**config.mk**
```make
export PLATFORM = sky130hd
export DESIGN_NAME = moving_average_hysteresis_switch_core
export DESIGN_NICKNAME = d
export VERILOG_FILES = /design/src/rtl/core/mahs_pkg.sv /design/src/rtl/core/mahs_ctrl.sv /design/src/rtl/core/mahs_datapath.sv /design/src/rtl/core/moving_average_hysteresis_switch_core.sv
export SDC_FILE = /design/constraint.sdc
export NUM_CORES = 1
export LEC_CHECK = 0
export ABC_CLOCK_PERIOD_IN_PS = 9800
export BUFFER_PORTS_ARGS = -buffer_cell sky130_fd_sc_hd__buf_2
export CORE_MARGIN = 5
export CORE_UTILIZATION = 30
export DETAILED_ROUTE_END_ITERATION = 16
export GPL_TIMING_DRIVEN = 0
export PLACE_DENSITY = 0.47
export SYNTH_ARGS = -nofsm -noshare
export SYNTH_HDL_FRONTEND = slang
export SYNTH_HIERARCHICAL = 1
export SYNTH_SLANG_ARGS = --single-unit
```
**constraint.sdc**
```tcl
create_clock -name clk -period 9.8 [get_ports clk]
set_input_delay 1.47 -clock clk [delete_from_list [all_inputs] [get_ports clk]]
set_output_delay 1.47 -clock clk [all_outputs]
set_load 0.05 [all_outputs]
```
**src/rtl/core/mahs_pkg.sv**
```systemverilog
package mahs_pkg;

  localparam int WINDOW       = 5;
  localparam int SAMPLE_BITS  = 12;
  localparam int AVG_BITS     = 12;
  localparam int THR_BITS     = 12;

  localparam int SUM_BITS  = SAMPLE_BITS + ((WINDOW > 1) ? $clog2(WINDOW) : 0);
  localparam int CNT_BITS  = $clog2(WINDOW + 1);
  localparam int SLOT_BITS = (WINDOW > 1) ? $clog2(WINDOW) : 1;

  // The divider retires this many quotient bits per cycle.
  localparam int DIV_STEP_BITS = 4;
  localparam int DIV_CYCLES    = (SUM_BITS + DIV_STEP_BITS - 1) / DIV_STEP_BITS;
  localparam int DIV_BITS      = DIV_CYCLES * DIV_STEP_BITS;
  localparam int DIV_CNT_BITS  = (DIV_CYCLES > 1) ? $clog2(DIV_CYCLES) : 1;

  localparam logic [THR_BITS-1:0] LOW_RESET  = THR_BITS'(350);
  localparam logic [THR_BITS-1:0] HIGH_RESET = THR_BITS'(400);

  localparam int CFG_INDEX_BITS = 1;

  typedef enum logic [CFG_INDEX_BITS-1:0] {
    REG_LOW_THRESHOLD  = 1'b0,
    REG_HIGH_THRESHOLD = 1'b1
  } cfg_reg_t;

  typedef struct packed {
    logic load;      // take the new sample, update the ring and start dividing
    logic div_step;  // one divider iteration
    logic finish;    // update the flag and load the output register
  } mahs_cmd_t;

  typedef struct packed {
    logic div_last;  // the current divider iteration is the final one
  } mahs_status_t;

endpackage

```
**src/rtl/core/mahs_ctrl.sv**
```systemverilog
module mahs_ctrl
  import mahs_pkg::*;
(
  input  logic         clk,
  input  logic         rst,
  input  logic         in_valid,
  output logic         in_ready,
  output logic         out_valid,
  input  logic         out_ready,
  input  mahs_status_t status,
  output mahs_cmd_t    cmd
);

  typedef enum logic [2:0] {
    ST_IDLE = 3'b001,
    ST_DIV  = 3'b010,
    ST_DONE = 3'b100
  } state_t;

  state_t state;
  state_t state_next;
  logic   out_valid_next;

  assign in_ready = (state == ST_IDLE);

  always_comb begin
    state_next = state;
    cmd        = '0;
    unique case (state)
      ST_IDLE: begin
        if (in_valid) begin
          cmd.load   = 1'b1;
          state_next = ST_DIV;
        end
      end
      ST_DIV: begin
        cmd.div_step = 1'b1;
        if (status.div_last) begin
          state_next = ST_DONE;
        end
      end
      ST_DONE: begin
        // The output register must be free or emptying this cycle.
        if (!out_valid || out_ready) begin
          cmd.finish = 1'b1;
          state_next = ST_IDLE;
        end
      end
      default: begin
        state_next = ST_IDLE;
      end
    endcase
  end

  always_comb begin
    if (cmd.finish) begin
      out_valid_next = 1'b1;
    end else if (out_ready) begin
      out_valid_next = 1'b0;
    end else begin
      out_valid_next = out_valid;
    end
  end

  always_ff @(posedge clk) begin
    if (rst) begin
      state     <= ST_IDLE;
      out_valid <= 1'b0;
    end else begin
      state     <= state_next;
      out_valid <= out_valid_next;
    end
  end

endmodule

```
**src/rtl/core/mahs_datapath.sv**
```systemverilog
module mahs_datapath
  import mahs_pkg::*;
(
  input  logic                      clk,
  input  logic                      rst,
  input  mahs_cmd_t                 cmd,
  output mahs_status_t              status,
  input  logic [SAMPLE_BITS-1:0]    sample,
  input  logic                      cfg_write_en,
  input  logic [CFG_INDEX_BITS-1:0] cfg_index,
  input  logic [THR_BITS-1:0]       cfg_data,
  output logic [AVG_BITS-1:0]       average,
  output logic                      switch_on
);

  logic [SAMPLE_BITS-1:0]  store [WINDOW];
  logic [SLOT_BITS-1:0]    write_slot;
  logic [SLOT_BITS-1:0]    write_slot_next;
  logic [CNT_BITS-1:0]     fill_count;
  logic [CNT_BITS-1:0]     fill_count_next;
  logic [SUM_BITS-1:0]     window_sum;
  logic [SUM_BITS-1:0]     window_sum_next;
  logic                    flag;
  logic                    flag_next;
  logic [THR_BITS-1:0]     low_threshold;
  logic [THR_BITS-1:0]     high_threshold;

  logic [DIV_BITS-1:0]     dividend;
  logic [DIV_BITS-1:0]     quotient;
  logic [CNT_BITS-1:0]     remainder;
  logic [DIV_CNT_BITS-1:0] div_count;

  logic [CNT_BITS:0]       div_rem;
  logic [DIV_BITS-1:0]     div_dvd;
  logic [DIV_BITS-1:0]     div_quo;
  logic [AVG_BITS-1:0]     avg_result;

  // Running sum: drop the oldest slot and add the new sample.
  assign window_sum_next = window_sum - SUM_BITS'(store[write_slot]) + SUM_BITS'(sample);
  assign fill_count_next = (fill_count == CNT_BITS'(WINDOW)) ? fill_count
                                                              : fill_count + 1'b1;
  assign write_slot_next = (write_slot == SLOT_BITS'(WINDOW - 1)) ? '0
                                                                   : write_slot + 1'b1;

  // Restoring division by the fill count, several quotient bits per cycle.
  always_comb begin
    div_rem = {1'b0, remainder};
    div_dvd = dividend;
    div_quo = quotient;
    for (int i = 0; i < DIV_STEP_BITS; i++) begin
      div_rem = {div_rem[CNT_BITS-1:0], div_dvd[DIV_BITS-1]};
      div_dvd = {div_dvd[DIV_BITS-2:0], 1'b0};
      if (div_rem >= {1'b0, fill_count}) begin
        div_rem = div_rem - {1'b0, fill_count};
        div_quo = {div_quo[DIV_BITS-2:0], 1'b1};
      end else begin
        div_quo = {div_quo[DIV_BITS-2:0], 1'b0};
      end
    end
  end

  assign status.div_last = (div_count == DIV_CNT_BITS'(DIV_CYCLES - 1));

  assign avg_result = quotient[AVG_BITS-1:0];

  // The low test wins when the thresholds are crossed.
  always_comb begin
    if (avg_result < low_threshold) begin
      flag_next = 1'b0;
    end else if (avg_result > high_threshold) begin
      flag_next = 1'b1;
    end else begin
      flag_next = flag;
    end
  end

  assign switch_on = flag;

  always_ff @(posedge clk) begin
    if (rst) begin
      for (int i = 0; i < WINDOW; i++) begin
        store[i] <= '0;
      end
      write_slot     <= '0;
      fill_count     <= '0;
      window_sum     <= '0;
      flag           <= 1'b0;
      low_threshold  <= LOW_RESET;
      high_threshold <= HIGH_RESET;
      div_count      <= '0;
    end else begin
      if (cfg_write_en) begin
        unique case (cfg_reg_t'(cfg_index))
          REG_LOW_THRESHOLD:  low_threshold  <= cfg_data;
          REG_HIGH_THRESHOLD: high_threshold <= cfg_data;
        endcase
      end
      if (cmd.load) begin
        store[write_slot] <= sample;
        window_sum        <= window_sum_next;
        fill_count        <= fill_count_next;
        write_slot        <= write_slot_next;
        div_count         <= '0;
      end
      if (cmd.div_step) begin
        div_count <= div_count + 1'b1;
      end
      if (cmd.finish) begin
        flag <= flag_next;
      end
    end
  end

  always_ff @(posedge clk) begin
    if (cmd.load) begin
      dividend  <= DIV_BITS'(window_sum_next);
      remainder <= '0;
    end
    if (cmd.div_step) begin
      dividend  <= div_dvd;
      quotient  <= div_quo;
      remainder <= div_rem[CNT_BITS-1:0];
    end
    if (cmd.finish) begin
      average <= avg_result;
    end
  end

endmodule

```
**src/rtl/core/moving_average_hysteresis_switch_core.sv**
```systemverilog
// Channel   Handshake               Payload
// input     in_valid / in_ready     sample (12 bits)
// output    out_valid / out_ready   average (12 bits), switch_on (1 bit)
// config    cfg_write_en            cfg_index (1 bit), cfg_data (12 bits)
//
// A word passes through the ring update, the divider (four quotient bits per
// cycle) and a final step that updates the flag and loads the output
// register before the next word is taken.
// The result waits in the output register, so the next word is taken while
// the previous result is still pending; a stalled output holds the core in
// its final step. Reset (rst, synchronous) clears the ring, the running sum,
// the counts and the flag and restores the default thresholds.
module moving_average_hysteresis_switch_core
  import mahs_pkg::*;
(
  input  logic                      clk,
  input  logic                      rst,
  input  logic                      in_valid,
  output logic                      in_ready,
  input  logic [SAMPLE_BITS-1:0]    sample,
  output logic                      out_valid,
  input  logic                      out_ready,
  output logic [AVG_BITS-1:0]       average,
  output logic                      switch_on,
  input  logic                      cfg_write_en,
  input  logic [CFG_INDEX_BITS-1:0] cfg_index,
  input  logic [THR_BITS-1:0]       cfg_data
);

  // The controller sequences each word through load, divide and finish; the
  // datapath holds the ring of samples, the running sum, the divider and the
  // hysteresis flag. They talk only through the command and status structs.
  mahs_cmd_t    cmd;
  mahs_status_t status;

  mahs_ctrl u_ctrl (
    .clk       (clk),
    .rst       (rst),
    .in_valid  (in_valid),
    .in_ready  (in_ready),
    .out_valid (out_valid),
    .out_ready (out_ready),
    .status    (status),
    .cmd       (cmd)
  );

  // The average is the running sum divided by the number of samples taken so
  // far, which saturates at the window length. Slots not yet written hold
  // zero, so the sum is correct from the very first word.
  mahs_datapath u_datapath (
    .clk          (clk),
    .rst          (rst),
    .cmd          (cmd),
    .status       (status),
    .sample       (sample),
    .cfg_write_en (cfg_write_en),
    .cfg_index    (cfg_index),
    .cfg_data     (cfg_data),
    .average      (average),
    .switch_on    (switch_on)
  );

endmodule

```
==> run_results.csv, run 1 <==
group,metric,value,unit
power_and_ir_drop,p_per_area,220,mW/mm²
synth,async_reset_ff_share,0,%
floorplanning,die_area,0.0366,mm²
drt,drt_iter0_drc,371,
power_and_ir_drop,ir_drop,0.144,mV
global_route,grt_antenna_before_repair,0,
power_and_ir_drop,p_switching,0.804,mW
floorplanning,fp.dieW,191,µm
timing,fin_crit_sh,67.4,%
clock_tree,cts-htree-levels,4,
critical_path,startpoint_type,"flop",
synth,synthFlopType,"edfxtp_1",
power_and_ir_drop,p_seq_share,39.8,%
power_and_ir_drop,clock_power_share,28.8,%
timing,final_hold_viol_count,0,
floorplanning,fp.coreArea,0.0325,mm²
global_route,grt_max_degree,19,
clock_tree,cts_hold_buffers,0,
synth,syn-num-nets,947,
timing,max_slew_margin,42.1,%
finish,fin_nets,1014,
placed_design,numPortBuffers,44,
floorplanning,chipHeight,191,µm
timing,rsz0062_at_grt,"false",
synth,ys_ff_latch,194,
synth,avgSynthCellArea,11.6,µm²
synth,synthCells,846,
global_route,grt_use_total,13.0,%
synth,seq_area_frac_synth,53.2,%
outcome,outcome,"complete, no violations",
clock_tree,clkSinkCount,194,
placed_design,dp_hpwl,17.0,mm
critical_path,cp_max_fo,7,
floorplanning,num_io_pins,45,
finish,final_common_cell,"edfxtp_1",
drt,wl_per_cell,16.7,µm
timing,fin_crit,6.61,ns
finish,final_cell_mix,"edfxtp_1, inv_1, nand2_1",
timing,finalSetupViolCount,0,
drt,avgViaCountPerCell,4.68,
clock_tree,clkLatencyLatePin,0.44,ns
clock_tree,clockBufferDepth,2,
timing,worstMarginPinSlew,0.867,ns
power_and_ir_drop,internal-power,1.67,mW
clock_tree,cts_resized,0,
floorplanning,initial_core_util,30.3,%
global_route,grt_pass1_wl,36.6,mm
worst_hold_path,holdCritPathClass,"flop to flop",
clock_tree,cts_tree,"yes",
drt,dr.pass1.iters,5,
clock_tree,clkTransAtPathRegs,0.07,ns
drt,wirelength,22.9,mm
power_and_ir_drop,comb_power_share,31.4,%
power_and_ir_drop,netSwitchingFraction,32.5,%
timing,skew,0.0180,ns
timing,fmax,0.151,GHz
critical_path,crit_type,"flop to flop",
finish,layout-drive-gt1-share,15.6,%
synth,synth_area,0.00985,mm²
floorplanning,num_rows,66,
finish,diodes,0,
flow_run,cap_viol_max_count,0,
drt,ant_nets,0,
global_route,grt_overflow_total,0,
timing,drv_slew,0,
drt,drc_errors,0,
critical_path,worstPathArrival,6.78,ns
clock_tree,cts-root-buf,"clkbuf_16",
power_and_ir_drop,power_leakage,4.24,nW
critical_path,required,9.98,ns
finish,fin_util,34.7,%
synth,ys.warnings.count,6,
clock_tree,cts_inserted_buffers,17,
finish,num-fill-cells,3241,
critical_path,crit_path_end_kind,"flop",
clock_tree,cts_setup_buffers,0,
placed_design,gp_congestion,0.777,
timing,setup_tns,0,ns
drt,vias,6407,
finish,syn_to_final_growth,14.3,%
synth,ys_types,70,
global_route,grt_pass1_vias,6453,
synth,synth_enable_flop_cells,135,
-- Yosys cell counts, types with 7 or more instances --
cell	number	area, µm²
a21oi_1	52	260
fa_1	16	320
clkbuf_1	29	109
nor2b_1	8	50.1
a211oi_1	8	60.1
nand2_1	76	285
nand2b_1	7	43.8
nor2_1	29	109
dfxtp_1	59	1180
o21ai_0	33	165
a21o_1	8	60.1
mux4_2	24	541
nor3_1	44	220
mux2_2	13	146
edfxtp_1	135	4050
inv_1	94	353
and2_1	27	169
ha_1	55	688
o211ai_1	8	60.1
nand3_1	10	50.1
mux2i_1	7	70.1
-- final cells by class --
type                            instances  area [µm²]  share of cell area, %
Multi-Input combinational cell        517        4100                   36.4
Tap cell                              442         553                   4.91
Inverter                               95         357                   3.17
Timing Repair Buffer                   48         250                   2.22
Clock buffer                           21         493                   4.38
Clock inverter                         11         110                  0.978
Buffer                                 40         163                   1.44
Sequential cell                       194        5240                   46.5
-- stage by stage --
step	cells	power [mW]	cell area, µm²	hold slack, ns	setup slack, ns
floorplan	846	1.59	9850	0.436	4.08
global placement	1332	1.78	10600	0.444	3.16
detailed placement	1335	1.78	10600	0.447	3.20
CTS	1367	2.50	11200	0.457	3.13
global route	1368	2.65	11300	0.483	2.61
finish	1368	2.47	11300	0.455	3.19
-- worst max-delay path: stages, from the launching register on --
cell	delay (ns)
dfxtp_1	0.48
inv_1	0.25
fa_1	0.52
a211o_1	0.37
o21ai_0	0.62
inv_1	0.10
ha_1	0.28
and3_1	0.20
nor3_2	0.24
o21ai_2	0.17
nand2_1	0.10
o21a_1	0.14
inv_1	0.06
fa_1	0.41
a21bo_2	0.20
a21oi_1	0.07
o211a_2	0.16
and2_2	0.20
o21ai_0	0.39
ha_1	0.32
a21o_1	0.17
a21oi_1	0.18
nor4b_4	0.36
inv_1	0.12
o211a_1	0.24
-- cell families (layout without fill, tap and decap cells) --
| family | count (synthesis) | in the layout | share of synthesized area [%] |
|---|---|---|---|
| adders and majority gates | 71 | 71 | 10.2 |
| and+or+nand+nor | 240 | 240 | 12.6 |
| AOI/OAI and AO/OA | 149 | 149 | 9.73 |
| muxes | 44 | 44 | 7.69 |
| DFF | 194 | 194 | 53.2 |
| buffers and inverters | 135 | 215 | 5.27 |
| xor gates and xnor gates | 13 | 13 | 1.30 |
-- path summary, 6_finish.rpt --
check | startpoint | end | slack (ns) | cells after the start
worst max-delay path | u_datapath/fill_count[1] | u_datapath/remainder[2] | 3.19 | 24
worst min register to register | u_datapath/low_threshold[10] | u_datapath/low_threshold[10] | 0.46 | 2
worst min-delay path | u_datapath/low_threshold[10] | u_datapath/low_threshold[10] | 0.46 | 2
worst max register to register | u_datapath/fill_count[1] | u_datapath/remainder[2] | 3.19 | 24
-- power groups by stage --
| stage | registers [mW] | clock network (mW) | logic [mW] |
|---|---|---|---|
| finish | 0.986 | 0.712 | 0.777 |
| global route | 0.994 | 0.765 | 0.885 |
| CTS | 0.987 | 0.733 | 0.784 |
| detailed placement | 1.00 | 0 | 0.777 |
| global placement | 1.01 | 0 | 0.771 |
| floorplan | 0.993 | 0 | 0.599 |
-- registers in the layout, indices dropped and copies added, names as in the netlist, named ones only --
| register | count |
|---|---|
| u_datapath/switch_on | 1 |
| u_ctrl/out_valid | 1 |
| u_datapath/quotient | 12 |
| u_datapath/store | 96 |
| u_datapath/average | 12 |
| u_datapath/div_count | 2 |
| u_datapath/write_slot | 3 |
| u_datapath/high_threshold | 12 |
| u_datapath/fill_count | 3 |
| u_datapath/remainder | 3 |
| u_datapath/window_sum | 15 |
| u_ctrl/state | 3 |
| u_datapath/low_threshold | 12 |
| u_datapath/dividend | 16 |
-- routing by layer --
layer | up-vias | routed length [µm] | GRT usage, % | share of wire (%)
li1 | 3156 | - | - | -
met1 | 3111 | 11100 | 18.0 | 49
met2 | 120 | 10600 | 20.8 | 46
met3 | 20 | 820 | 2.47 | 3.6
met4 | 0 | 298 | 3.76 | 1.3
met5 | - | 0 | 0 | 0
Note: power is estimated with default switching activity, not from simulation.
==> run 2: changes to the inputs <==
Settings changed: ABC_CLOCK_PERIOD_IN_PS 9800 to 5800, PLACE_DENSITY 0.47 to 0.48.
Clock period 9.8 ns to 5.8 ns, I/O delays scaled along.
==> run 2 against run 1 <==
- worst setup slack lost 2.9 ns
- register-to-register slack worse by 2.9 ns
- cell count is 0.66% higher
- first-iteration DRC count grew 11%
- largest cell class unchanged
- global-route usage increased by 0.12 points
- sequential share of layout area fell by 0.49 points
- critical endpoint unchanged
- clock power rose by 69%
==> run_results.csv, run 2 (synthesized netlist as in run 1, its figures left out) <==
group,metric,value,unit
flow_run,cap_viol_max_count,0,
power_and_ir_drop,internal-power,2.87,mW
finish,syn_to_final_growth,15.7,%
finish,fin_nets,1023,
timing,drv_slew,0,
placed_design,gp_congestion,0.794,
clock_tree,cts-root-buf,"clkbuf_16",
clock_tree,clockBufferDepth,2,
floorplanning,die_area,0.0366,mm²
finish,layout-drive-gt1-share,17.8,%
finish,final_common_cell,"edfxtp_1",
global_route,grt_overflow_total,0,
worst_hold_path,holdCritPathClass,"flop to flop",
power_and_ir_drop,clock_power_share,28.2,%
timing,fin_crit,5.52,ns
drt,wirelength,23.4,mm
power_and_ir_drop,p_total,4.25,mW
critical_path,startpoint_type,"flop",
finish,regMostFlops,"u_datapath/store",
finish,final_cell_mix,"edfxtp_1, inv_1, nand2_1",
floorplanning,initial_core_util,30.3,%
power_and_ir_drop,power_leakage,4.28,nW
floorplanning,fp.coreArea,0.0325,mm²
power_and_ir_drop,netSwitchingFraction,32.4,%
critical_path,crit_path_end_kind,"flop",
clock_tree,cts_tree,"yes",
timing,skew,0.0158,ns
critical_path,max_stage_delay,0.39,ns
drt,ant_nets,0,
placed_design,dp_slack,-0.863,ns
drt,vias,6466,
critical_path,required,5.99,ns
clock_tree,cts-htree-levels,4,
drt,wl_per_cell,17.0,µm
timing,fmax,0.181,GHz
clock_tree,clkLatencyLatePin,0.44,ns
timing,max_slew_margin,41.9,%
floorplanning,num_io_pins,45,
finish,num-fill-cells,3236,
timing,finalSetupViolCount,0,
critical_path,cp_max_fo,5,
clock_tree,cts_hold_buffers,0,
timing,final_hold_viol_count,0,
finish,multi_input_area,0.00417,mm²
finish,largest_reg_flops,96,
floorplanning,fp.dieW,191,µm
power_and_ir_drop,ir_drop,0.226,mV
critical_path,critPathMostFrequentCell,"inv_1",
drt,drt_iter0_drc,410,
drt,avgViaCountPerCell,4.70,
timing,finalWorstSetupSlack,0.277,ns
power_and_ir_drop,p_per_area,373,mW/mm²
critical_path,path_cells,"inv_1 -> ha_1 -> inv_1 -> fa_2 -> a211o_4 -> or3b_4 -> nand2_2 -> ha_4 -> and3_4 -> nor3_4 -> o21ai_4 -> o21a_1 -> ha_1 -> a21bo_2 -> a21oi_2 -> o211a_2 -> and2_4 -> o21ai_4 -> fa_2 -> a21o_1 -> a21oi_2 -> nor4b_4 -> inv_1 -> o211a_1",
critical_path,worstPathArrival,5.71,ns
floorplanning,chipHeight,191,µm
clock_tree,clkTransAtPathRegs,0.07,ns
power_and_ir_drop,p_switching,1.38,mW
critical_path,slowest_stage,"or3b_4",
power_and_ir_drop,comb_power_share,32.6,%
timing,fin_crit_sh,95.2,%
critical_path,critPathBufInv,3,
critical_path,crit_type,"flop to flop",
clock_tree,cts_inserted_buffers,17,
drt,drc_errors,0,
finish,reg.largest.list,"u_datapath/store: 96 flops, u_datapath/dividend: 16 flops, u_datapath/window_sum: 15 flops",
clock_tree,clkSinkCount,194,
global_route,grt_pass1_wl,36.6,mm
drt,dr.pass1.iters,5,
placed_design,numPortBuffers,44,
floorplanning,num_rows,66,
global_route,grt_pass1_vias,6473,
finish,final-seq-area,0.00524,mm²
global_route,grt_max_degree,19,
timing,worstMarginPinSlew,0.871,ns
power_and_ir_drop,p_seq_share,39.2,%
global_route,grt_use_total,13.1,%
critical_path,cp_top_family,"compound AO/OA/AOI/OAI gates",
placed_design,dp_hpwl,17.1,mm
outcome,outcome,"complete, no violations",
finish,diodes,0,
global_route,grt_antenna_before_repair,0,
[run 2: changes by cell type in the layout (fill, tap and decap cells not counted), sizes merged]
| cell | previous run | this run |
|---|---|---|
| inv | 99 | 98 |
| clkinv | 5 | 3 |
| clkbuf | 50 | 52 |
| clkinvlp | 1 | 2 |
| buf | 59 | 68 |
[run 2: repair_timing]
action                     in CTS  in global routing
setup buffers                   6                  3
pin swaps                       1                  4
setup endpoints to repair       4                  4
hold endpoints to repair        0                  0
resized for setup              13                 13
gates cloned                    0                  0
[run 2: through the flow]
| step | utilization, % | hold slack, ns | instances | TNS (ns) | area [µm²] |
|---|---|---|---|---|---|
| after floorplan | - | 0.436 | 846 | 0 | 9850 |
| after global placement | 32.7 | 0.445 | 1332 | -2.91 | 10600 |
| after detailed placement | 32.8 | 0.450 | 1336 | -3.09 | 10700 |
| after CTS | 34.9 | 0.460 | 1374 | 0 | 11300 |
| after global routing | 35.1 | 0.475 | 1377 | -0.0136 | 11400 |
| final | 35.1 | 0.455 | 1377 | 0 | 11400 |
[run 2: per-layer routing]
metal	vias to the layer above	wire length, µm	GRT usage [%]
li1	3163	-	-
met1	3158	11400	18.0
met2	115	10800	21.0
met3	30	797	2.41
met4	0	414	4.31
met5	-	0	0
[run 2: final timing paths]
| path | depth (start not counted) | startpoint | end | slack (ns) |
|---|---|---|---|---|
| setup / recovery | 24 | u_datapath/dividend[15] | u_datapath/remainder[2] | 0.28 |
| hold / removal | 2 | u_datapath/low_threshold[7] | u_datapath/low_threshold[7] | 0.45 |
| setup reg to reg | 24 | u_datapath/dividend[15] | u_datapath/remainder[2] | 0.28 |
| hold reg to reg | 2 | u_datapath/low_threshold[7] | u_datapath/low_threshold[7] | 0.45 |
[run 2: cell type report]
class | instances | area share (%)
plain buffers | 40 | 1.43
clock buffers | 23 | 4.39
clock inverters | 9 | 0.790
inverters | 95 | 3.13
multi-input cells | 517 | 36.6
flip-flops and latches | 194 | 46.0
well taps | 442 | 4.85
repair buffers | 57 | 2.79
[run 2: tightest hold or removal path, stage by stage (launching register included)]
cell	delay [ns]
dfxtp_1	0.31
nand2_1	0.05
a21oi_1	0.05
[run 2: power groups by stage]
stage / Sequential, mW / Combinational, mW / Clock [mW]
finish: 1.67 / 1.39 / 1.20
global route: 1.68 / 1.56 / 1.29
CTS: 1.67 / 1.36 / 1.23
detailed placement: 1.70 / 1.31 / 0
global placement: 1.70 / 1.30 / 0
floorplan: 1.68 / 1.01 / 0
==> run 3: changes to the inputs <==
Settings changed: ABC_AREA from default to 1.
==> run 3 against run 2 <==
- synthesized cell count increased by 23%
- via count grew 9.1%
- first-iteration DRC count up 6.3%
- critical path type unchanged
==> run_results.csv, run 3 <==
group,metric,value,unit
timing,finalSetupViolCount,0,
clock_tree,cts_hold_buffers,0,
floorplanning,initial_core_util,30.3,%
synth,avgSynthCellArea,9.42,µm²
clock_tree,clkLatencyLatePin,0.44,ns
timing,rsz0062_at_grt,"false",
finish,fin_nets,1212,
worst_hold_path,holdCritPathClass,"flop to flop",
drt,wirelength,23.0,mm
critical_path,crit_path_end_kind,"flop",
clock_tree,clockBufferDepth,2,
clock_tree,cts-htree-levels,4,
global_route,met1_usage,17.6,%
timing,skew,0.0202,ns
global_route,grt_overflow_total,0,
synth,synthFlopType,"edfxtp_1",
synth,synth_area,0.00981,mm²
clock_tree,cts_inserted_buffers,17,
finish,final-seq-area,0.00524,mm²
flow_run,cap_viol_max_count,0,
clock_tree,clkTransAtPathRegs,0.08,ns
timing,setup_tns,0,ns
timing,drv_slew,0,
finish,final_cell_mix,"nor2_1, inv_1, edfxtp_1",
timing,worstMarginPinSlew,1.26,ns
power_and_ir_drop,p_per_area,438,mW/mm²
timing,fmax,0.190,GHz
power_and_ir_drop,power_leakage,4.63,nW
drt,drc_errors,0,
placed_design,place_area,0.0106,mm²
synth,synth_most_common_cell,"nor2_1",
drt,wl_per_cell,14.7,µm
synth,syn-num-nets,1142,
clock_tree,cts_tree,"yes",
synth,yosysTopAreaCell,"edfxtp_1",
floorplanning,num_rows,66,
synth,synthCells,1041,
drt,dr.pass1.iters,5,
finish,multi_input_area,0.00388,mm²
timing,final_hold_viol_count,0,
floorplanning,die_area,0.0364,mm²
clock_tree,cts-root-buf,"clkbuf_16",
global_route,grt_pass1_vias,6871,
synth,ys_types,41,
synth,ys_ff_latch,194,
finish,num-fill-cells,3334,
drt,vias,7056,
floorplanning,num_io_pins,45,
drt,avgViaCountPerCell,4.51,
drt,drt_iter0_drc,436,
finish,regMostFlops,"u_datapath/store",
critical_path,required,5.99,ns
timing,fin_crit_sh,91.0,%
floorplanning,fp.dieW,191,µm
synth,synth_top_area_share,41.3,%
finish,finalInstanceArea,0.0113,mm²
critical_path,worstPathArrival,5.47,ns
drt,ant_nets,0,
synth,async_reset_ff_share,0,%
finish,diodes,0,
critical_path,cp_max_fo,8,
critical_path,cp_top_family,"adder cells",
floorplanning,chipHeight,191,µm
finish,largest_reg_flops,96,
power_and_ir_drop,ir_drop,0.191,mV
synth,synth_commonest_cells,"nor2_1, inv_1, edfxtp_1",
finish,reg.largest.list,"u_datapath/store: 96 flops, u_datapath/dividend: 16 flops, u_datapath/window_sum: 15 flops",
critical_path,critPathMostFrequentCell,"inv_1",
placed_design,dp_hpwl,17.3,mm
global_route,grt_antenna_before_repair,0,
global_route,grt_use_total,13.0,%
critical_path,startpoint_type,"flop",
finish,syn_to_final_growth,15.0,%
global_route,grt_max_degree,23,
global_route,grt_util_met3,2.51,%
outcome,outcome,"complete, no violations",
timing,fin_crit,5.28,ns
synth,synth_enable_flop_cells,135,
critical_path,max_stage_delay,0.54,ns
timing,max_slew_margin,15.4,%
critical_path,slowest_stage,"dfxtp_1",
critical_path,crit_type,"flop to flop",
synth,ys.warnings.count,6,
synth,seq_area_frac_synth,53.4,%
finish,layout-drive-gt1-share,11.5,%
placed_design,gp_congestion,0.821,
global_route,top_usage_layer,"met2",
synth,synth.area.top_cells,"edfxtp_1, dfxtp_1, ha_1",
finish,final_common_cell,"nor2_1",
placed_design,numPortBuffers,44,
critical_path,critPathBufInv,6,
floorplanning,fp.coreArea,0.0324,mm²
clock_tree,clkSinkCount,194,
global_route,met2_usage,21.9,%
global_route,grt_pass1_wl,37.2,mm
-- run 3: cell type report --
type | instances | area share [%]
clock buffers | 17 | 3.77
repair buffers | 51 | 2.45
multi-input cells | 666 | 34.4
inverters | 144 | 4.87
plain buffers | 37 | 1.35
clock inverters | 15 | 1.79
well taps | 442 | 4.90
flip-flops and latches | 194 | 46.4
-- run 3: metrics by stage --
step	hold WS [ns]	setup WS [ns]	power, mW	utilization [%]	instances
after CTS	0.466	0.424	4.98	34.7	1561
after floorplan	0.425	1.02	3.28	-	1041
after detailed placement	0.455	0.438	3.74	32.8	1529
after global placement	0.443	0.471	3.72	32.7	1527
after global routing	0.487	0.0119	5.35	34.8	1566
final	0.461	0.524	4.93	34.8	1566
-- run 3: worst reg2reg max path: cells and delay by family, from the launching register on --
kind	cells	cell delay (ns)
AOI/OAI and AO/OA	5	0.86
DFF	1	0.54
and+or+nand+nor	16	1.40
adders and majority gates	5	1.78
buffers and inverters	6	0.45
-- run 3: worst paths after layout --
kind	slack, ns	start	endpoint	cells past startpoint
hold / removal	0.46	u_datapath/low_threshold[11]	u_datapath/low_threshold[11]	2
setup reg to reg	0.52	u_datapath/fill_count[0]	u_datapath/remainder[2]	32
hold reg to reg	0.46	u_datapath/low_threshold[11]	u_datapath/low_threshold[11]	2
setup / recovery	0.52	u_datapath/fill_count[0]	u_datapath/remainder[2]	32
-- run 3: routing by layer --
metal	routed length [µm]	up-vias
li1	-	3612
met1	11100	3325
met3	825	7
met2	10900	112
met5	0	-
met4	133	0
-- run 3: where the power goes --
part	total [mW]	leakage, nW	switching [mW]	internal [mW]
clock network	1.22	0.303	0.626	0.598
logic	1.97	2.54	1.25	0.715
registers	1.74	1.79	0.0797	1.66
total	4.93	4.63	1.96	2.97
-- run 3: what timing repair did --
item	CTS	global route
setup endpoints to repair	0	3
setup buffers	0	5
gates resized for setup	0	2
-- run 3: cell families after synthesis --
group,Yosys count,share of synthesized area (%)
AND/OR/NAND/NOR,379,17.0
buffers and inverters,181,7.12
adder cells (fa/ha/maj),71,10.3
flip-flops,194,53.4
AO/OA/AOI/OAI,210,11.7
XOR/XNOR,6,0.536
